**config.mk**
```make
export PLATFORM = sky130hd
export DESIGN_NAME = fan_heater_thermal_controller_core_flat
export DESIGN_NICKNAME = d
export VERILOG_FILES = /design/src/fhtc_pkg.sv /design/src/fhtc_if.sv /design/src/fhtc_ctrl.sv /design/src/fhtc_dp.sv /design/src/fan_heater_thermal_controller_core.sv /design/src/flat_wrapper.sv
export SDC_FILE = /design/constraint.sdc
export NUM_CORES = 1
export LEC_CHECK = 0
export ABC_AREA = 1
export BUFFER_PORTS_ARGS = -buffer_cell sky130_fd_sc_hd__buf_2
export CELL_PAD_IN_SITES_DETAIL_PLACEMENT = 1
export CELL_PAD_IN_SITES_GLOBAL_PLACEMENT = 2
export CORE_ASPECT_RATIO = 1.4
export CORE_MARGIN = 8
export CORE_UTILIZATION = 42
export CTS_BUF_LIST = sky130_fd_sc_hd__clkbuf_8
export CTS_CLUSTER_DIAMETER = 200
export CTS_CLUSTER_SIZE = 12
export DETAILED_ROUTE_END_ITERATION = 16
export PLACE_DENSITY_LB_ADDON = 0.1
export SYNTH_ARGS = -nofsm -noshare
export SYNTH_HDL_FRONTEND = slang
export SYNTH_SLANG_ARGS = --single-unit
```
**constraint.sdc**
```tcl
create_clock -name clk -period 9.4 [get_ports clk]
set_clock_uncertainty 0.05 [all_clocks]
set_input_delay 0.47 -clock clk [delete_from_list [all_inputs] [get_ports clk]]
set_output_delay 0.47 -clock clk [all_outputs]
set_load 0.005 [all_outputs]
```
**src/fhtc_pkg.sv**
```systemverilog
`timescale 1ns / 1ps
`default_nettype none

package fhtc_pkg;

  localparam int PWM_MAX_DEF     = 1000;
  localparam int KICK_MIN        = 300;
  localparam int RAMP_START_DEF  = 25;
  localparam int RAMP_FULL_DEF   = 40;
  localparam int HEAT_TARGET_DEF = 25;
  localparam int OT_SET_DELTA    = 8;
  localparam int OT_CLR_DELTA    = 5;
  localparam int OT_SET_TICKS    = 5;
  localparam int OT_CLR_TICKS    = 5;
  localparam int SAMPLE_LAST     = 2;   // divider value on the refreshing tick
  localparam int RAMP_SPAN_MAX   = 254; // largest t - start inside the ramp
  localparam int PID_KP2         = 30;  // proportional gain in half units
  localparam int PID_KD_SHIFT    = 2;   // derivative gain 4 in half units

  localparam int CFG_IDX_W  = 3;
  localparam int CFG_DATA_W = 8;
  localparam int TEMP_W     = 8;
  localparam int LEVEL_W    = 10;
  localparam int CNT_W      = 3;

  typedef enum logic [CFG_IDX_W-1:0] {
    CFG_FAN_TEMP_START = 3'd0,
    CFG_FAN_TEMP_FULL  = 3'd1,
    CFG_HEAT_TARGET    = 3'd2,
    CFG_FAN_ENABLE     = 3'd3,
    CFG_HEAT_ENABLE    = 3'd4,
    CFG_FORCE_FULL     = 3'd5
  } cfg_idx_t;

  // controller to datapath commands
  typedef struct packed {
    logic load;      // input transfer, latch system_active, refresh held temp on every third load
    logic prot;      // over-temperature counters and latch
    logic prep;      // ramp product into divider, integral pre-sum
    logic div_step;  // one restoring division step
    logic finish;    // compute levels, commit state, load output register
  } fhtc_cmd_t;

  function automatic int pwm_width(input int pwm_max);
    return $clog2(pwm_max + 1);
  endfunction

  function automatic int div_width(input int pwm_max);
    return $clog2(RAMP_SPAN_MAX * pwm_max + 1);
  endfunction

  function automatic int sum_width(input int pwm_max);
    return $clog2(2 * pwm_max + 1);
  endfunction

endpackage

`default_nettype wire

```
**src/fhtc_if.sv**
```systemverilog
`timescale 1ns / 1ps
`default_nettype none

interface fhtc_in_if;
  logic                                  valid;
  logic                                  ready;
  logic signed [fhtc_pkg::TEMP_W-1:0]    sensor_temp_a;
  logic signed [fhtc_pkg::TEMP_W-1:0]    sensor_temp_b;
  logic                                  system_active;

  modport source (output valid, output sensor_temp_a, output sensor_temp_b,
                  output system_active, input ready);
  modport sink (input valid, input sensor_temp_a, input sensor_temp_b,
                input system_active, output ready);
endinterface

interface fhtc_out_if;
  logic                             valid;
  logic                             ready;
  logic [fhtc_pkg::LEVEL_W-1:0]     fan_level;
  logic [fhtc_pkg::LEVEL_W-1:0]     heater_level;
  logic                             over_temp;

  modport source (output valid, output fan_level, output heater_level,
                  output over_temp, input ready);
  modport sink (input valid, input fan_level, input heater_level,
                input over_temp, output ready);
endinterface

`default_nettype wire

```
**src/fhtc_ctrl.sv**
```systemverilog
`timescale 1ns / 1ps
`default_nettype none

module fhtc_ctrl #(
  parameter int DIV_STEPS = 18
) (
  input  wire                  clk,
  input  wire                  rst_n,
  input  wire                  in_valid,
  output logic                 in_ready,
  output logic                 out_valid,
  input  wire                  out_ready,
  output fhtc_pkg::fhtc_cmd_t  cmd
);

  localparam int STEP_W = $clog2(DIV_STEPS + 1);

  typedef enum logic [2:0] {
    S_IDLE,
    S_PROT,
    S_PREP,
    S_DIV,
    S_FIN
  } state_t;

  state_t              state_r;
  logic [STEP_W-1:0]   step_r;
  logic                in_ready_r;
  logic                out_valid_r;
  logic                fin_go;

  assign in_ready  = in_ready_r;
  assign out_valid = out_valid_r;
  assign fin_go    = (state_r == S_FIN) && (!out_valid_r || out_ready);

  always_comb begin
    cmd          = '0;
    cmd.load     = in_valid && in_ready_r;
    cmd.prot     = (state_r == S_PROT);
    cmd.prep     = (state_r == S_PREP);
    cmd.div_step = (state_r == S_DIV);
    cmd.finish   = fin_go;
  end

  always_ff @(posedge clk) begin
    if (!rst_n) begin
      state_r     <= S_IDLE;
      step_r      <= '0;
      in_ready_r  <= 1'b1;
      out_valid_r <= 1'b0;
    end else begin
      if (fin_go) begin
        out_valid_r <= 1'b1;
      end else if (out_ready) begin
        out_valid_r <= 1'b0;
      end
      case (state_r)
        S_IDLE: begin
          if (in_valid && in_ready_r) begin
            state_r    <= S_PROT;
            in_ready_r <= 1'b0;
          end
        end
        S_PROT: begin
          state_r <= S_PREP;
        end
        S_PREP: begin
          state_r <= S_DIV;
          step_r  <= STEP_W'(DIV_STEPS);
        end
        S_DIV: begin
          step_r <= step_r - STEP_W'(1);
          if (step_r == STEP_W'(1)) begin
            state_r <= S_FIN;
          end
        end
        S_FIN: begin
          if (fin_go) begin
            state_r    <= S_IDLE;
            in_ready_r <= 1'b1;
          end
        end
        default: begin
          state_r    <= S_IDLE;
          in_ready_r <= 1'b1;
        end
      endcase
    end
  end

endmodule

`default_nettype wire

```
**src/fhtc_dp.sv**
```systemverilog
`timescale 1ns / 1ps
`default_nettype none

module fhtc_dp #(
  parameter int PWM_MAX = fhtc_pkg::PWM_MAX_DEF
) (
  input  wire                                 clk,
  input  wire                                 rst_n,
  input  fhtc_pkg::fhtc_cmd_t                 cmd,
  input  wire signed [fhtc_pkg::TEMP_W-1:0]   sensor_temp_a,
  input  wire signed [fhtc_pkg::TEMP_W-1:0]   sensor_temp_b,
  input  wire                                 system_active,
  input  wire                                 cfg_we,
  input  wire [fhtc_pkg::CFG_IDX_W-1:0]       cfg_index,
  input  wire [fhtc_pkg::CFG_DATA_W-1:0]      cfg_wdata,
  output logic [fhtc_pkg::LEVEL_W-1:0]        fan_level,
  output logic [fhtc_pkg::LEVEL_W-1:0]        heater_level,
  output logic                                over_temp
);

  localparam int PWMW = fhtc_pkg::pwm_width(PWM_MAX);
  localparam int NUMW = fhtc_pkg::div_width(PWM_MAX);
  localparam int ESW  = fhtc_pkg::sum_width(PWM_MAX);
  localparam int OW   = ESW + 5;
  localparam int LW   = fhtc_pkg::LEVEL_W;
  localparam int CW   = fhtc_pkg::CNT_W;

  // configuration
  logic signed [7:0]  fan_start_r;
  logic signed [7:0]  fan_full_r;
  logic signed [7:0]  target_r;
  logic               fan_en_r;
  logic               heat_en_r;
  logic               force_r;

  // control state
  logic [1:0]         smp_cnt_r;
  logic signed [7:0]  held_r;
  logic               active_r;
  logic [CW-1:0]      trip_r;
  logic [CW-1:0]      rel_r;
  logic               latch_r;
  logic               kick_r;
  logic [ESW-1:0]     esum_r;
  logic signed [9:0]  last_err_r;

  // working registers
  logic [7:0]         rem_r;
  logic [NUMW-1:0]    quo_r;
  logic [7:0]         den_r;
  logic [ESW-1:0]     pid_sum_r;
  logic [LW-1:0]      fan_r;
  logic [LW-1:0]      heat_r;
  logic               ot_r;

  // sample average, truncated toward zero
  logic signed [8:0]  pair_sum;
  logic signed [8:0]  pair_adj;
  logic signed [7:0]  pair_avg;

  // ramp endpoints
  logic               ramp_fallback;
  logic signed [7:0]  s_eff;
  logic signed [7:0]  f_eff;
  logic signed [8:0]  diff_ts;
  logic signed [8:0]  span;
  logic [NUMW-1:0]    ramp_prod;

  // divider step
  logic [8:0]         trial;
  logic [8:0]         trial_sub;
  logic               trial_ge;

  // over-temperature thresholds
  logic signed [8:0]  held_x;
  logic signed [8:0]  thr_set;
  logic signed [8:0]  thr_clr;
  logic [CW-1:0]      trip_inc;
  logic [CW-1:0]      rel_inc;

  // pid
  logic signed [9:0]      err;
  logic signed [ESW+1:0]  sum_w;
  logic [ESW-1:0]         sum_clamp;
  logic signed [OW-1:0]   err_x;
  logic signed [OW-1:0]   derr_x;
  logic signed [OW-1:0]   out2;
  logic [PWMW-1:0]        heat_pid;

  // fan
  logic [PWMW-1:0]    ramp_lvl;
  logic [PWMW-1:0]    fan_auto;
  logic [PWMW-1:0]    fan_kicked;
  logic [PWMW-1:0]    fan_lvl;
  logic [PWMW-1:0]    heat_lvl;
  logic               kick_nxt;
  logic [PWMW+LW-1:0] fan_ext;
  logic [PWMW+LW-1:0] heat_ext;

  always_comb begin
    pair_sum = {sensor_temp_a[7], sensor_temp_a} + {sensor_temp_b[7], sensor_temp_b};
    pair_adj = pair_sum + $signed({8'd0, pair_sum[8] & pair_sum[0]});
    pair_avg = pair_adj[8:1];
  end

  always_comb begin
    ramp_fallback = (fan_full_r <= fan_start_r);
    s_eff = ramp_fallback ? 8'(fhtc_pkg::RAMP_START_DEF) : fan_start_r;
    f_eff = ramp_fallback ? 8'(fhtc_pkg::RAMP_FULL_DEF)  : fan_full_r;
    diff_ts   = {held_r[7], held_r} - {s_eff[7], s_eff};
    span      = {f_eff[7], f_eff} - {s_eff[7], s_eff};
    ramp_prod = NUMW'(diff_ts[7:0]) * NUMW'(PWM_MAX);
  end

  always_comb begin
    trial     = {rem_r, quo_r[NUMW-1]};
    trial_sub = trial - {1'b0, den_r};
    trial_ge  = (trial >= {1'b0, den_r});
  end

  always_comb begin
    held_x   = {held_r[7], held_r};
    thr_set  = {target_r[7], target_r} + 9'sd8;
    thr_clr  = {target_r[7], target_r} + 9'sd5;
    trip_inc = trip_r + CW'(1);
    rel_inc  = rel_r + CW'(1);
  end

  always_comb begin
    err   = {{2{target_r[7]}}, target_r} - {{2{held_r[7]}}, held_r};
    sum_w = $signed({2'b00, esum_r}) + (ESW + 2)'(err);
    if (sum_w < 0) begin
      sum_clamp = '0;
    end else if (sum_w > $signed((ESW + 2)'(2 * PWM_MAX))) begin
      sum_clamp = ESW'(2 * PWM_MAX);
    end else begin
      sum_clamp = sum_w[ESW-1:0];
    end
    err_x  = OW'(err);
    derr_x = OW'(err) - OW'(last_err_r);
    out2   = err_x * $signed(OW'(fhtc_pkg::PID_KP2)) + $signed(OW'(pid_sum_r))
           + (derr_x <<< fhtc_pkg::PID_KD_SHIFT);
    if (out2 > $signed(OW'(2 * PWM_MAX))) begin
      heat_pid = PWMW'(PWM_MAX);
    end else if (out2 < 0) begin
      heat_pid = '0;
    end else begin
      heat_pid = out2[PWMW:1];
    end
  end

  always_comb begin
    if (held_r <= s_eff) begin
      ramp_lvl = '0;
    end else if (held_r >= f_eff) begin
      ramp_lvl = PWMW'(PWM_MAX);
    end else begin
      ramp_lvl = quo_r[PWMW-1:0];
    end
    fan_auto   = force_r ? PWMW'(PWM_MAX) : ramp_lvl;
    fan_kicked = fan_auto;
    kick_nxt   = kick_r;
    if (fan_auto != '0 && !kick_r) begin
      kick_nxt = 1'b1;
      if (fan_auto < PWMW'(fhtc_pkg::KICK_MIN)) begin
        fan_kicked = PWMW'(fhtc_pkg::KICK_MIN);
      end
    end else if (fan_auto == '0) begin
      kick_nxt = 1'b0;
    end

    fan_lvl  = '0;
    heat_lvl = '0;
    if (active_r) begin
      if (latch_r) begin
        fan_lvl = PWMW'(PWM_MAX);
      end else begin
        if (fan_en_r) begin
          fan_lvl = fan_kicked;
        end
        if (heat_en_r) begin
          heat_lvl = force_r ? PWMW'(PWM_MAX) : heat_pid;
        end
      end
    end
    fan_ext  = {{LW{1'b0}}, fan_lvl};
    heat_ext = {{LW{1'b0}}, heat_lvl};
  end

  // configuration and committed state
  always_ff @(posedge clk) begin
    if (!rst_n) begin
      fan_start_r <= 8'(fhtc_pkg::RAMP_START_DEF);
      fan_full_r  <= 8'(fhtc_pkg::RAMP_FULL_DEF);
      target_r    <= 8'(fhtc_pkg::HEAT_TARGET_DEF);
      fan_en_r    <= 1'b0;
      heat_en_r   <= 1'b0;
      force_r     <= 1'b0;
      smp_cnt_r   <= '0;
      held_r      <= '0;
      active_r    <= 1'b0;
      trip_r      <= '0;
      rel_r       <= '0;
      latch_r     <= 1'b0;
      kick_r      <= 1'b0;
      esum_r      <= '0;
      last_err_r  <= '0;
    end else begin
      if (cmd.load) begin
        active_r <= system_active;
        if (smp_cnt_r == 2'(fhtc_pkg::SAMPLE_LAST)) begin
          smp_cnt_r <= '0;
          held_r    <= pair_avg;
        end else begin
          smp_cnt_r <= smp_cnt_r + 2'd1;
        end
      end

      if (cmd.prot) begin
        if (!active_r) begin
          trip_r  <= '0;
          rel_r   <= '0;
          latch_r <= 1'b0;
        end else if (held_x >= thr_set) begin
          rel_r <= '0;
          if (!latch_r) begin
            if (trip_inc >= CW'(fhtc_pkg::OT_SET_TICKS)) begin
              trip_r  <= '0;
              latch_r <= 1'b1;
            end else begin
              trip_r <= trip_inc;
            end
          end
        end else if (held_x <= thr_clr) begin
          trip_r <= '0;
          if (latch_r) begin
            if (rel_inc >= CW'(fhtc_pkg::OT_CLR_TICKS)) begin
              rel_r   <= '0;
              latch_r <= 1'b0;
            end else begin
              rel_r <= rel_inc;
            end
          end
        end
      end

      if (cmd.finish && active_r) begin
        if (latch_r) begin
          esum_r     <= '0;
          last_err_r <= '0;
        end else begin
          if (fan_en_r) begin
            kick_r <= kick_nxt;
          end
          if (heat_en_r && !force_r) begin
            esum_r     <= pid_sum_r;
            last_err_r <= err;
          end
        end
      end

      if (cfg_we) begin
        case (cfg_index)
          fhtc_pkg::CFG_FAN_TEMP_START: fan_start_r <= cfg_wdata;
          fhtc_pkg::CFG_FAN_TEMP_FULL:  fan_full_r  <= cfg_wdata;
          fhtc_pkg::CFG_HEAT_TARGET:    target_r    <= cfg_wdata;
          fhtc_pkg::CFG_FAN_ENABLE:     fan_en_r    <= cfg_wdata[0];
          fhtc_pkg::CFG_HEAT_ENABLE: begin
            heat_en_r <= cfg_wdata[0];
            if (!cfg_wdata[0]) begin
              esum_r     <= '0;
              last_err_r <= '0;
            end
          end
          fhtc_pkg::CFG_FORCE_FULL:     force_r     <= cfg_wdata[0];
          default: ;
        endcase
      end
    end
  end

  // divider, pid pre-sum and output register
  always_ff @(posedge clk) begin
    if (cmd.prep) begin
      quo_r     <= ramp_prod;
      rem_r     <= '0;
      den_r     <= span[7:0];
      pid_sum_r <= sum_clamp;
    end else if (cmd.div_step) begin
      rem_r <= trial_ge ? trial_sub[7:0] : trial[7:0];
      quo_r <= {quo_r[NUMW-2:0], trial_ge};
    end
    if (cmd.finish) begin
      fan_r  <= fan_ext[LW-1:0];
      heat_r <= heat_ext[LW-1:0];
      ot_r   <= latch_r;
    end
  end

  assign fan_level    = fan_r;
  assign heater_level = heat_r;
  assign over_temp    = ot_r;

endmodule

`default_nettype wire

```
**src/fan_heater_thermal_controller_core.sv**
```systemverilog
`timescale 1ns / 1ps
`default_nettype none
// channel   dir  handshake     payload
// in_ch     in   valid/ready   sensor_temp_a[8] sensor_temp_b[8] system_active[1]
// out_ch    out  valid/ready   fan_level[10] heater_level[10] over_temp[1]
// cfg       in   cfg_we only   cfg_index[3] cfg_wdata[8]
//
// one item in flight: an input transfer is followed by protection update, ramp
// setup, then one restoring divider step per cycle over div_width(PWM_MAX) bits
// (18 at the default) and a finish step; the serial ramp divider dominates the
// time an item takes; a result waiting in the output register only stalls the
// finish step, the next item is taken meanwhile
// rst_n is synchronous, active low; config and control state come out of reset

module fan_heater_thermal_controller_core #(
  parameter int PWM_MAX = fhtc_pkg::PWM_MAX_DEF
) (
  input  wire                                clk,
  input  wire                                rst_n,
  fhtc_in_if.sink                            in_ch,
  fhtc_out_if.source                         out_ch,
  input  wire                                cfg_we,
  input  wire [fhtc_pkg::CFG_IDX_W-1:0]      cfg_index,
  input  wire [fhtc_pkg::CFG_DATA_W-1:0]     cfg_wdata
);

  // number of divider steps, one quotient bit each
  localparam int DIV_STEPS = fhtc_pkg::div_width(PWM_MAX);

  fhtc_pkg::fhtc_cmd_t cmd;

  // sequencer: owns the handshakes and issues at most one command per cycle
  fhtc_ctrl #(
    .DIV_STEPS (DIV_STEPS)
  ) u_ctrl (
    .clk       (clk),
    .rst_n     (rst_n),
    .in_valid  (in_ch.valid),
    .in_ready  (in_ch.ready),
    .out_valid (out_ch.valid),
    .out_ready (out_ch.ready),
    .cmd       (cmd)
  );

  // datapath: config registers, held temp, latch, fan ramp divider, pid
  fhtc_dp #(
    .PWM_MAX (PWM_MAX)
  ) u_dp (
    .clk           (clk),
    .rst_n         (rst_n),
    .cmd           (cmd),
    .sensor_temp_a (in_ch.sensor_temp_a),
    .sensor_temp_b (in_ch.sensor_temp_b),
    .system_active (in_ch.system_active),
    .cfg_we        (cfg_we),
    .cfg_index     (cfg_index),
    .cfg_wdata     (cfg_wdata),
    .fan_level     (out_ch.fan_level),
    .heater_level  (out_ch.heater_level),
    .over_temp     (out_ch.over_temp)
  );

endmodule

`default_nettype wire

```
**src/flat_wrapper.sv**
```systemverilog
// flat-port wrapper written by rule: the top's interface ports become plain ports
module fan_heater_thermal_controller_core_flat 
#(
  parameter int PWM_MAX = fhtc_pkg::PWM_MAX_DEF
)
  (clk, rst_n, cfg_we, cfg_index, cfg_wdata, in_ch_valid, in_ch_sensor_temp_a, in_ch_sensor_temp_b, in_ch_system_active, in_ch_ready, out_ch_valid, out_ch_fan_level, out_ch_heater_level, out_ch_over_temp, out_ch_ready);
  fhtc_in_if in_ch_i ();
  fhtc_out_if out_ch_i ();
  input  wire clk;
  input  wire rst_n;
  input  wire cfg_we;
  input  wire [fhtc_pkg::CFG_IDX_W-1:0] cfg_index;
  input  wire [fhtc_pkg::CFG_DATA_W-1:0] cfg_wdata;
  input wire logic [$bits(in_ch_i.valid)-1:0] in_ch_valid;
  input wire logic [$bits(in_ch_i.sensor_temp_a)-1:0] in_ch_sensor_temp_a;
  input wire logic [$bits(in_ch_i.sensor_temp_b)-1:0] in_ch_sensor_temp_b;
  input wire logic [$bits(in_ch_i.system_active)-1:0] in_ch_system_active;
  output wire logic [$bits(in_ch_i.ready)-1:0] in_ch_ready;
  output wire logic [$bits(out_ch_i.valid)-1:0] out_ch_valid;
  output wire logic [$bits(out_ch_i.fan_level)-1:0] out_ch_fan_level;
  output wire logic [$bits(out_ch_i.heater_level)-1:0] out_ch_heater_level;
  output wire logic [$bits(out_ch_i.over_temp)-1:0] out_ch_over_temp;
  input wire logic [$bits(out_ch_i.ready)-1:0] out_ch_ready;
  assign in_ch_i.valid = in_ch_valid;
  assign in_ch_i.sensor_temp_a = in_ch_sensor_temp_a;
  assign in_ch_i.sensor_temp_b = in_ch_sensor_temp_b;
  assign in_ch_i.system_active = in_ch_system_active;
  assign in_ch_ready = in_ch_i.ready;
  assign out_ch_valid = out_ch_i.valid;
  assign out_ch_fan_level = out_ch_i.fan_level;
  assign out_ch_heater_level = out_ch_i.heater_level;
  assign out_ch_over_temp = out_ch_i.over_temp;
  assign out_ch_i.ready = out_ch_ready;
  fan_heater_thermal_controller_core #(.PWM_MAX(PWM_MAX)) u_core (.clk(clk), .rst_n(rst_n), .in_ch(in_ch_i), .out_ch(out_ch_i), .cfg_we(cfg_we), .cfg_index(cfg_index), .cfg_wdata(cfg_wdata));
endmodule
```
After elaboration in Yosys (flattened, before gate mapping)
Index checks and enable logic that the tools add are counted.
Widths: inputs -> output; s select.
{"block": "classes", "addsub": 16, "mul": 2, "order_cmp": 13, "eq_ne": 17, "muxes": 58, "bitwise_logic": 6, "reduce_logical": 34}
{"cell": "$mux 10", "n": 16}
{"cell": "$mux 11", "n": 7}
{"cell": "$mux 3", "n": 13}
{"cell": "$mux 18", "n": 2}
{"cell": "$mux 8", "n": 3}
{"cell": "$sub 8x8->8", "n": 3}
{"cell": "$add 15x12->16", "n": 1}
{"cell": "$add 16x13->16", "n": 1}
{"cell": "$gt 16x12->1 const B", "n": 1}
{"cell": "$le 8x8->1", "n": 2}
{"cell": "$lt 16x1->1 const B", "n": 1}
{"cell": "$reduce_and 2->1", "n": 8}
{"cell": "$mul 8x7->15 const B", "n": 1}
{"cell": "$pmux 3 s5", "n": 1}
{"cell": "$mul 9x5->14 const B", "n": 1}
{"cell": "$add 12x9->13", "n": 1}
{"cell": "$gt 13x12->1 const B", "n": 1}
{"cell": "$lt 13x1->1 const B", "n": 1}
{"cell": "$mux 1", "n": 13}
{"cell": "$eq 3x2->1 const B", "n": 4}
{"cell": "$reduce_and 3->1", "n": 4}
{"cell": "$sub 9x10->11", "n": 1}
{"cell": "$logic_not 10->1", "n": 1}
{"cell": "$lt 10x9->1 const B", "n": 1}
{"cell": "other kinds (36)", "n": 58}
{"block": "word_totals", "regBits": 143, "input_bits": 33, "output_inout_bits": 23, "word_cells": 176}

Longest topological paths before layout
Gate-level depths: netlist of the first run.
{"block": "logic_depth", "ltp_word": 11, "depth_mapped": 34, "ltp_nobuf": 34}

Cells and area by module
Synthesis of the first run repeated with hierarchy kept, for this count alone.
{"block": "unflattened", "hier_cells": 1718, "area_unflattened_um2": 13402.9}
{"mod": "fhtc_dp", "instances": 1, "cells_each": 1635, "area_per_inst_um2": 12842.3, "seq_area_each_um2": 3213.1}
{"mod": "fhtc_ctrl", "instances": 1, "cells_each": 83, "area_per_inst_um2": 560.5, "seq_area_each_um2": 200.2}

Worst setup path after synthesis of the first run
OpenSTA, ideal clock, no wires.
{"block": "synth_path", "path_kind": "register to register", "startpoint": "register u_core.u_dp.fan_start_r[1]", "endpoint": "register u_core.u_dp.quo_r[17], data pin", "setup_time_ns": 0.258, "t_arrival_ns": 5.999, "required_ns": 9.092, "path_slack_ns": 3.093, "path_stages_with_launch": 35, "n_path_buf": 0, "period_less_slack_ns": 6.307, "path_cell_list": "dfxtp_1 > inv_1 > ha_1 > inv_1 > o21bai_1 > a31oi_1 > o221ai_1 > nand2_1 > o21ai_0 > nand2_1 > inv_1 > nand2_1 > ha_1 > nand3_1 > nand2_1 > a21oi_1 > o21bai_1 > xor2_1 > inv_1 > ha_1 > inv_1 > fa_1 > inv_1 > fa_1 > fa_1 > ha_1 > a21oi_1 > o21ai_0 > a21oi_1 > o21ai_0 > a21oi_1 > o21bai_1 > a21oi_1 > o21ai_0 > nand2_1"}
{"block": "synth_between", "elab_chain_len": 5}
{"element": "from (decl)", "line_no": "fhtc_dp.sv:29", "source": "logic signed [7:0] fan_start_r;"}
{"element": "from (signal assigned)", "line_no": "fhtc_dp.sv:193", "source": "fan_start_r <= 8'(fhtc_pkg::RAMP_START_DEF);"}
{"element": "from (signal assigned)", "line_no": "fhtc_dp.sv:264", "source": "fhtc_pkg::CFG_FAN_TEMP_START: fan_start_r <= cfg_wdata;"}
{"element": "$le 8x8->1", "line_no": "fhtc_dp.sv:107", "source": "ramp_fallback = (fan_full_r <= fan_start_r);"}
{"element": "$mux 8 (*)", "line_no": "fhtc_dp.sv:108", "source": "s_eff = ramp_fallback ? 8'(fhtc_pkg::RAMP_START_DEF) : fan_start_r;"}
{"element": "$sub 8x8->8 (*)", "line_no": "fhtc_dp.sv:110", "source": "diff_ts = {held_r[7], held_r} - {s_eff[7], s_eff};"}
{"element": "$mul 8x7->15 (*)", "line_no": "fhtc_dp.sv:112", "source": "ramp_prod = NUMW'(diff_ts[7:0]) * NUMW'(PWM_MAX);"}
{"element": "$mux 18 (*)", "line_no": "fhtc_dp.sv:284", "source": "if (cmd.prep) begin"}
{"element": "to (signal assigned)", "line_no": "fhtc_dp.sv:285", "source": "quo_r <= ramp_prod;"}
{"element": "to (signal assigned)", "line_no": "fhtc_dp.sv:291", "source": "quo_r <= {quo_r[NUMW-2:0], trial_ge};"}
{"element": "to (decl)", "line_no": "fhtc_dp.sv:49", "source": "logic [NUMW-1:0] quo_r;"}
Every way passes the cells marked *; elsewhere a longest branch is shown, timed or not.
A chain may end at the register's enable or synchronous reset.

Worst setup path after layout of the first run
Same ends and word-level chain as after synthesis.

==> results of run 1 <==
registers in the layout, indices dropped and copies added (netlist names), 2 cells and up:
register,flops
u_core.u_dp.esum_r,11
u_core.u_dp.rem_r,8
u_core.u_dp.quo_r,18
u_core.u_dp.den_r,8
u_core.u_dp.smp_cnt_r,2
u_core.u_ctrl.state_r,3
u_core.u_dp.target_r,8
u_core.u_dp.rel_r,3
u_core.u_ctrl.step_r,5
u_core.u_dp.fan_level,10
u_core.u_dp.fan_start_r,8
u_core.u_dp.held_r,8
u_core.u_dp.heater_level,10
u_core.u_dp.last_err_r,10
u_core.u_dp.trip_r,3
u_core.u_dp.fan_full_r,8
u_core.u_dp.pid_sum_r,11
metal layers:
layer | part of all wire, % | routed length [um] | vias to the layer above
li1 | - | - | 5696
met1 | 38 | 13900 | 5406
met2 | 57 | 20800 | 92
met3 | 1.2 | 452 | 65
met4 | 4.0 | 1450 | 0
met5 | 0 | 0 | -
cells in the mapped netlist, types with 6 or more instances:
master	count	area (um2)
edfxtp_1	55	1650
nor3_1	29	145
a21o_1	10	75.1
o21bai_1	11	82.6
clkbuf_1	14	52.6
o21ai_1	13	65.1
or2_2	7	43.8
nor2_1	124	465
o211ai_1	10	75.1
ha_1	188	2350
xor2_1	62	543
nand2_1	268	1010
nand4_1	21	131
o22ai_1	7	43.8
dfxtp_1	88	1760
a21oi_1	140	701
nand3b_1	10	75.1
fa_1	46	921
nand3_1	71	355
xnor2_1	28	245
inv_2	7	26.3
o21ai_0	86	430
a22oi_1	6	45.0
nand2_2	10	62.6
a211oi_1	9	67.6
inv_1	299	1120
cell families (layout without fill, tap and decap cells):
kind of cell | Yosys count | after routing | share of synthesized area [%]
AOI/OAI and AO/OA | 329 | 329 | 14.5
buffers and inverters | 327 | 402 | 9.33
DFF | 143 | 143 | 25.8
adders and majority gates | 234 | 234 | 24.8
xor gates and xnor gates | 93 | 93 | 6.51
other | 0 | 1 | 0
and+or+nand+nor | 564 | 564 | 19.0
worst paths after layout:
check | cells after the start | slack, ps | to | startpoint
worst min-delay path | 3 | 170 | u_core.u_dp.fan_full_r[5]$_SDFFE_PN1P_ | cfg_wdata[5]
worst max register to register | 34 | 2020 | u_core.u_dp.quo_r[17]$_DFFE_PP_ | u_core.u_dp.fan_start_r[1]$_SDFFE_PN0P_
worst min register to register | 2 | 430 | u_core.u_dp.fan_en_r$_SDFFE_PN0P_ | u_core.u_dp.fan_en_r$_SDFFE_PN0P_
worst max-delay path | 34 | 2020 | u_core.u_dp.quo_r[17]$_DFFE_PP_ | u_core.u_dp.fan_start_r[1]$_SDFFE_PN0P_
area by class of cell:
cell class / count / area (um2)
Antenna cell: 1 / 2.50
Clock buffer: 18 / 248
Clock inverter: 14 / 151
Fill cell: 3958 / 17000
Inverter: 309 / 1160
Multi-Input combinational cell: 1220 / 8570
Sequential cell: 143 / 3410
Tap cell: 395 / 494
Timing Repair Buffer: 61 / 320
critical path: cells and delay by family, from the launching register on:
family	cells	cell delay, ps
and+or+nand+nor	6	770
DFF	1	320
buffers and inverters	6	720
AOI/OAI and AO/OA	14	1970
adders and majority gates	7	2870
xor gates and xnor gates	1	420
metrics by stage:
stage          utilization [%]  hold WS (ps)
4_1_cts                   45.8           133
3_3_place_gp              44.6           401
3_5_place_dp              44.6           412
5_1_grt                   45.9           166
6_report                  45.9           171
2_1_floorplan                -           374
==> out/qor.yml, run 1 <==
status:
  status: "complete, no violations"
grt:
  antenna_found_initial: 1
  grt_pass1_vias: 12108
  grt-busiest-layer: "met2"
  grt.total_usage_pct: 20.0
  grt_max_degree: 39
  grt_pass1_wl_um: 60200
  grt_util_met2_pct: 41.2
  use_met3_pct: 2.43
  grt-ovfl-total: 0
  grtUsageMet1_pct: 19.4
worst_setup_path:
  crit_top_cell: "inv_1"
  cp_data_required_time_ps: 9610
  worstSetupPathType: "register to register"
  cp.arrival_ps: 7590
  path_max_fanout: 10
  cpPeakStageDelay_ps: 530
  crit_path_start_kind: "register"
  critPathCaptureType: "register"
  cp_slowest_cell: "fa_1"
synthesis:
  netlist_instances: 1690
  synth_flop_cell: "dfxtp_1"
  synth_edf_count: 55
  async_reset_ff_share_pct: 0
  ys_types: 59
  syn_avg_cell_area_um2: 7.82
  syn_area_um2: 13200
  ys_seq_elements: 143
  syn-num-nets: 1957
  yosysSeqAreaShare_pct: 25.8
  yosys_warnings: 0
sta:
  setup_slack_ps: 2020
  rsz0062_at_grt: "false"
  max_freq_ghz: 0.136
  worst_pin_slew_ps: 1160
  period_share_pct: 78.5
  slew_headroom_pct: 22.4
  hold_violations: 0
  setup_viol: 0
  tns_ps: 0
  period_minus_slack_ps: 7380
  drv_slew: 0
final_layout:
  fin_cells: 2161
  drive_gt1_share_pct: 8.61
  area_delta_synth_final_pct: 8.70
  design_area_um2: 14400
  final_common_cell: "inv_1"
  most-common-layout-cells: "302 x inv_1, 268 x nand2_1, 188 x ha_1"
  num-nets-final: 2019
floorplanning:
  rows: 77
  core_um2: 31300
  dieArea_um2: 37500
  start_util_pct: 42.2
  die_h_um: 226
  die_x_um: 166
  num_io_pins: 56
routing:
  drt_iter0_markers: 359
  vias_per_cell: 5.21
  num_vias: 11259
  detail_route.wl_per_cell_um: 16.9
  firstDrtPassIters: 6
  antenna_left: 0
  drc: 0
  wl_um: 36600
clock_network:
  clkLatencyLatePin_ps: 500
  cts.clk_slew.worst_paths_ps: 90
  clkSinkCount: 143
  postCtsSetupBuffers: 0
  hold_buffers: 0
  cts_tree: "done"
  root_buffer: "clkbuf_8"
  post_cts_resize_count: 0
  htree_levels: 4
  cts_buffers: 17
  cts.path.max_buffers: 2
placed_design:
  gp_congestion: 0.848
  placedInstanceArea_um2: 14000
  dp.cells: 2128
  pre_cts_ws_ps: 2020
  hpwl_um: 30800
  io_buffers: 55
run:
  cap_violations: 0
min_path:
  hp-class: "input pin to register"
Power of run 1 is not shown: default switching activity piles up to over one toggle a cycle in this logic, so the estimate is an artifact.
==> run 2, diff against run 1 <==
- CORE_UTILIZATION: 42 -> 39
- clock period: 9.4 -> 6.89 ns (I/O delays scaled with it)
==> run 2 against run 1 <==
Compared with the run above: count of clock-buffer cells in the layout shrank 1; global-route usage shrank 0.75 points; sequential share of layout area shrank 0.86 points; cell count grew 3.7%; sequential cell count is the same; cell area grew 3.7%; critical path depth shrank 3; first-iteration DRC count shrank 18%.
==> out/qor.yml, run 2 (synthesis gave the netlist of run 1 again) <==
status:
  status: "complete, no violations"  # unchanged
placed_design:
  gp_congestion: 0.860  # was 0.848
  dp.cells: 2202  # was 2128
  io_buffers: 55  # unchanged
  hpwl_um: 31600  # was 30800 um
  pre_cts_ws_ps: -76.7  # was 2020 ps
routing:
  detail_route.wl_per_cell_um: 16.9  # about the same
  drt_iter0_markers: 295  # was 359
  wl_um: 37900  # was 36600 um
  num_vias: 11341  # was 11259
  drc: 0  # unchanged
  vias_per_cell: 5.06  # was 5.21
  antenna_left: 0  # unchanged
  firstDrtPassIters: 4  # was 6
final_layout:
  fin_util_pct: 44.7  # was 45.9%
  num-nets-final: 2050  # was 2019
  largest_register_ff_count: 18  # unchanged
  largestRegisters: "u_core.u_dp.quo_r (18), u_core.u_dp.esum_r (11), u_core.u_dp.pid_sum_r (11)"  # unchanged
  most-common-layout-cells: "298 x inv_1, 265 x nand2_1, 180 x ha_1"  # was 302 x inv_1, 268 x nand2_1, 188 x ha_1
  final_common_cell: "inv_1"  # unchanged
  drive_gt1_share_pct: 12.4  # was 8.61%
  top_register: "u_core.u_dp.quo_r"  # unchanged
  fillCellCount: 4130  # was 3958
  area_delta_synth_final_pct: 12.8  # was 8.70%
  fin_cells: 2242  # was 2161
sta:
  setup_viol: 0  # unchanged
  rsz0062_at_grt: "true"  # was false
  drv_slew: 0  # unchanged
  period_minus_slack_ps: 6530  # was 7380 ps
  worst_pin_slew_ps: 1090  # was 1160 ps
  period_share_pct: 94.7  # was 78.5%
  hold_violations: 0  # unchanged
  max_freq_ghz: 0.153  # was 0.136 GHz
  slew_headroom_pct: 27.1  # was 22.4%
  whs_ps: 65.3  # was 171 ps
  setup_slack_ps: 362  # was 2020 ps
grt:
  grt-ovfl-total: 0  # unchanged
  grt_pass1_wl_um: 60900  # was 60200 um
  use_met3_pct: 1.95  # was 2.43%
  grtUsageMet1_pct: 19.1  # was 19.4%
  grt_max_degree: 39  # unchanged
  grt_util_met2_pct: 39.8  # was 41.2%
  grt.total_usage_pct: 19.3  # was 20.0%
  grt_pass1_vias: 12127  # was 12108
  antenna_found_initial: 1  # unchanged
  grt-busiest-layer: "met2"  # unchanged
clock_network:
  cts_buffers: 17  # unchanged
  cts_tree: "done"  # unchanged
  clkLatencyLatePin_ps: 490  # was 500 ps
  cts.path.max_buffers: 2  # unchanged
  cts.clk_slew.worst_paths_ps: 90  # about the same
  clkSinkCount: 143  # unchanged
  root_buffer: "clkbuf_8"  # unchanged
  htree_levels: 4  # unchanged
  hold_buffers: 0  # unchanged
floorplanning:
  dieArea_um2: 40100  # was 37500 um2
  rows: 79  # was 77
  num_io_pins: 56  # unchanged
  die_h_um: 234  # was 226 um
  start_util_pct: 39.7  # was 42.2%
  die_x_um: 172  # was 166 um
  core_um2: 33300  # was 31300 um2
worst_setup_path:
  critPathCaptureType: "register"  # unchanged
  path_delay_family: "adder cells"  # unchanged
  reg2reg_setup_slack_ps: 360  # was 2020 ps
  crit_top_cell: "inv_1"  # unchanged
  cp_data_required_time_ps: 7180  # was 9610 ps
  crit_cells: 31  # was 34
  endpoint: "u_core.u_dp.heater_level[2]$_SDFFCE_PP0P_"  # was u_core.u_dp.quo_r[17]$_DFFE_PP_
  cpPeakStageDelay_ps: 510  # was 530 ps
  r2r-start: "u_core.u_dp.target_r[0]$_SDFFE_PN1P_"  # was u_core.u_dp.fan_start_r[1]$_SDFFE_PN0P_
  crit_path_start_kind: "register"  # unchanged
  startpoint: "u_core.u_dp.target_r[0]$_SDFFE_PN1P_"  # was u_core.u_dp.fan_start_r[1]$_SDFFE_PN0P_
  timing.rr.end: "u_core.u_dp.heater_level[2]$_SDFFCE_PP0P_"  # was u_core.u_dp.quo_r[17]$_DFFE_PP_
  cp.arrival_ps: 6820  # was 7590 ps
  worst-path-buf-inv: 7  # was 6
  cp_slowest_cell: "fa_1"  # unchanged
  r2r.worst_path.cells: 31  # was 34
  path_max_fanout: 8  # was 10
  worstSetupPathType: "register to register"  # unchanged
run:
  cap_violations: 0  # unchanged
min_path:
  hp-class: "input pin to register"  # unchanged
==> run 2: cell types whose count changed in the layout (fill, tap and decap cells not counted), moves of 5 or more <==
| cell | delta |
|---|---|
| xor2_1 | -5 |
| ha_1 | -8 |
| ha_4 | +6 |
| o21ai_0 | -5 |
| buf_4 | +31 |
==> run 2: what timing repair did <==
action	CTS	global route
endpoints found under the setup margin	5	16
gates cloned	0	0
buffers inserted	0	7
pin swaps	0	8
gates resized for setup	4	53
==> run 2: area by class of cell <==
type	instances	area [um2]	share of cell area, %
Antenna cell	1	2.50	0.0168
Clock buffer	17	234	1.57
Clock inverter	15	145	0.974
Inverter	309	1160	7.82
Multi-Input combinational cell	1220	8820	59.2
Sequential cell	143	3410	22.9
Tap cell	445	557	3.74
Timing Repair Buffer	92	553	3.71
==> run 2: worst register-to-register path: cells and delay by family, from the launching register on <==
kind,cells,cell delay (ps)
AO/OA/AOI/OAI,6,980
flip-flops,1,380
buffers and inverters,7,490
AND/OR/NAND/NOR,7,1010
adder cells (fa/ha/maj),8,2880
XOR/XNOR,3,640
==> run 2: how the worst min path moves through the flow <==
stage	from	endpoint	slack, ps	cells after the start
2_1_floorplan	u_core.u_dp.fan_en_r$_SDFFE_PN0P_	u_core.u_dp.fan_en_r$_SDFFE_PN0P_	370	2
3_3_place_gp	u_core.u_ctrl.step_r[4]$_SDFFE_PN0P_	u_core.u_ctrl.step_r[4]$_SDFFE_PN0P_	400	1
3_5_place_dp	u_core.u_dp.rem_r[7]$_SDFFE_PP0P_	u_core.u_dp.rem_r[7]$_SDFFE_PP0P_	410	2
4_1_cts	cfg_wdata[5]	u_core.u_dp.fan_full_r[5]$_SDFFE_PN1P_	20	3
5_1_grt	cfg_wdata[5]	u_core.u_dp.fan_full_r[5]$_SDFFE_PN1P_	60	3
6_report	cfg_wdata[5]	u_core.u_dp.fan_full_r[5]$_SDFFE_PN1P_	70	3
==> run 2: per-layer routing <==
layer  vias up  share of wire, %  wire length, um
met3        44               1.3              480
met4         0               2.6              975
met2        78                59            22200
met1      5469                38            14300
li1       5750                 -                -
met5         -                 0                0
==> run 2: through the flow <==
stage,instance area [um2],TNS [ps]
after floorplan,13200,0
after global placement,14200,0
after detailed placement,14200,-79.0
after CTS,14600,0
after global routing,14900,-93.7
final,14900,0
Power of run 2 is left out for the same reason.
==> run 3, diff against run 2 <==
- RECOVER_POWER: not set -> 100
==> run 3 against run 2 <==
Compared with the run above: the flow now finishes with violations (max-capacitance violations, max-slew violations); worst hold slack hardly changed; first-iteration DRC count is 1.4% higher; sequential cell count stayed put; sequential share of layout area is 0.060 points higher; via count hardly changed; fmax hardly changed; setup slack worse by 5.2 ps; cell area is 0.26% lower; die area stayed put; critical path depth stayed put; core utilization is 0.12 points lower; critical path type unchanged; critical endpoint unchanged; largest cell class unchanged; highest routed layer unchanged.
==> out/qor.yml, run 3 (synthesis gave the netlist of run 1 again) <==
floorplanning:
  dieArea_um2: 40100  # unchanged
  num_io_pins: 56  # unchanged
  die_h_um: 234  # unchanged
  die_x_um: 172  # unchanged
  start_util_pct: 39.7  # unchanged
  rows: 79  # unchanged
  core_um2: 33300  # unchanged
grt:
  grt-ovfl-total: 0  # unchanged
  grt_pass1_vias: 12127  # unchanged
  grt_pass1_wl_um: 60900  # unchanged
  grt.total_usage_pct: 19.3  # unchanged
  antenna_found_initial: 1  # unchanged
  grt_max_degree: 39  # unchanged
worst_setup_path:
  cpPeakStageDelay_ps: 510  # about the same
  crit_path_start_kind: "register"  # unchanged
  r2r-start: "u_core.u_dp.target_r[0]$_SDFFE_PN1P_"  # unchanged
  crit_top_cell: "inv_1"  # unchanged
  critPathCaptureType: "register"  # unchanged
  cp_data_required_time_ps: 7180  # about the same
  cp_slowest_cell: "fa_1"  # unchanged
  cp.arrival_ps: 6830  # was 6820 ps
  worstSetupPathType: "register to register"  # unchanged
  startpoint: "u_core.u_dp.target_r[0]$_SDFFE_PN1P_"  # unchanged
  path_max_fanout: 8  # unchanged
  reg2reg_setup_slack_ps: 360  # about the same
clock_network:
  htree_levels: 4  # unchanged
  cts_buffers: 17  # unchanged
  cts.clk_slew.worst_paths_ps: 90  # about the same
  clkSinkCount: 143  # unchanged
  root_buffer: "clkbuf_8"  # unchanged
  cts_tree: "done"  # unchanged
  cts.path.max_buffers: 2  # unchanged
  clkLatencyLatePin_ps: 490  # about the same
sta:
  worst_pin_slew_ps: 1990  # was 1090 ps
  slew_headroom_pct: -32.9  # was 27.1%
  period_share_pct: 94.8  # was 94.7%
  drv_slew: 65  # was 0
  whs_ps: 65.3  # about the same
  rsz0062_at_grt: "true"  # unchanged
  hold_violations: 0  # unchanged
  setup_viol: 0  # unchanged
  max_freq_ghz: 0.153  # about the same
  period_minus_slack_ps: 6530  # about the same
routing:
  route.met2.wl_um: 22200  # about the same
  vias_per_cell: 5.06  # about the same
  detail_route.wl_per_cell_um: 16.9  # about the same
  drt_iter0_markers: 299  # was 295
  firstDrtPassIters: 4  # unchanged
  drc: 0  # unchanged
  num_vias: 11334  # was 11341
  wl_met1_um: 14200  # was 14300 um
  wl_um: 37900  # about the same
  routed.top_layer: "met4"  # unchanged
  antenna_left: 0  # unchanged
  wl_met3_um: 498  # was 480 um
final_layout:
  num-nets-final: 2050  # unchanged
  drive_gt1_share_pct: 11.2  # was 12.4%
  final_common_cell: "inv_1"  # unchanged
  area_delta_synth_final_pct: 12.5  # was 12.8%
  top_register: "u_core.u_dp.quo_r"  # unchanged
  fin_cells: 2242  # unchanged
  most-common-layout-cells: "298 x inv_1, 265 x nand2_1, 180 x ha_1"  # unchanged
  largest_register_ff_count: 18  # unchanged
  largestRegisters: "u_core.u_dp.quo_r (18), u_core.u_dp.esum_r (11), u_core.u_dp.pid_sum_r (11)"  # unchanged
  fillCellCount: 4142  # was 4130
placed_design:
  dp.cells: 2202  # unchanged
  hpwl_um: 31600  # unchanged
  io_buffers: 55  # unchanged
  gp_congestion: 0.860  # unchanged
min_path:
  min_from: "cfg_wdata[5]"  # unchanged
  hp-class: "input pin to register"  # unchanged
run:
  cap_violations: 2  # was 0
status:
  violations: "max-capacitance violations, max-slew violations"
  status: "finished with violations"  # was complete, no violations
==> run 3: cell count changes in the layout (fill, tap and decap cells not counted), sizes merged <==
cell / before / now
clkbuf: 17 / 38
buf: 92 / 71
==> run 3: per-layer routing <==
metal,track usage (%),vias up
li1,-,5751
met1,19.1,5462
met2,39.8,76
met3,1.95,45
met4,7.00,0
met5,0,-
==> run 3: per-stage QoR <==
stage                     area (um2)  setup TNS [ps]  utilization, %  setup slack, ps
after detailed placement       14200           -79.0            42.6            -76.7
final                          14900               0            44.6              357
after floorplan                13200               0               -              583
after global routing           14900           -93.7            44.6            -50.0
after CTS                      14600               0            43.8             64.5
after global placement         14200               0            42.6             96.5
==> run 3: timing repair <==
item,4_1_cts,5_1_grt
resized for setup,4,53
hold buffers,0,0
buffers inserted,0,7
endpoints found under the setup margin,5,16
pin swaps,0,8
==> run 3: worst paths after layout <==
kind                                                                  end  depth (start not counted)
worst max-delay path            u_core.u_dp.heater_level[2]$_SDFFCE_PP0P_                         31
worst min-delay path               u_core.u_dp.fan_full_r[5]$_SDFFE_PN1P_                          3
worst max register to register  u_core.u_dp.heater_level[2]$_SDFFCE_PP0P_                         31
worst min register to register       u_core.u_dp.last_err_r[4]$_SDFF_PN0_                          2
==> run 3: cell type report <==
type	instances	area (um2)	share of cell area, %
Antenna cell	1	2.50	0.0168
Clock buffer	17	234	1.57
Clock inverter	15	145	0.977
Inverter	309	1160	7.84
Multi-Input combinational cell	1220	8820	59.4
Sequential cell	143	3410	23.0
Tap cell	445	557	3.75
Timing Repair Buffer	92	514	3.46
==> run 3: critical path, delay by kind of cell, from the launching register on <==
family / cells / cell delay [ps]
simple gates: 7 / 1010
flops: 1 / 380
xor+xnor: 3 / 640
compound gates: 6 / 980
fa+ha+maj: 8 / 2880
buf+inv: 7 / 480
Power of run 3 is left out for the same reason.
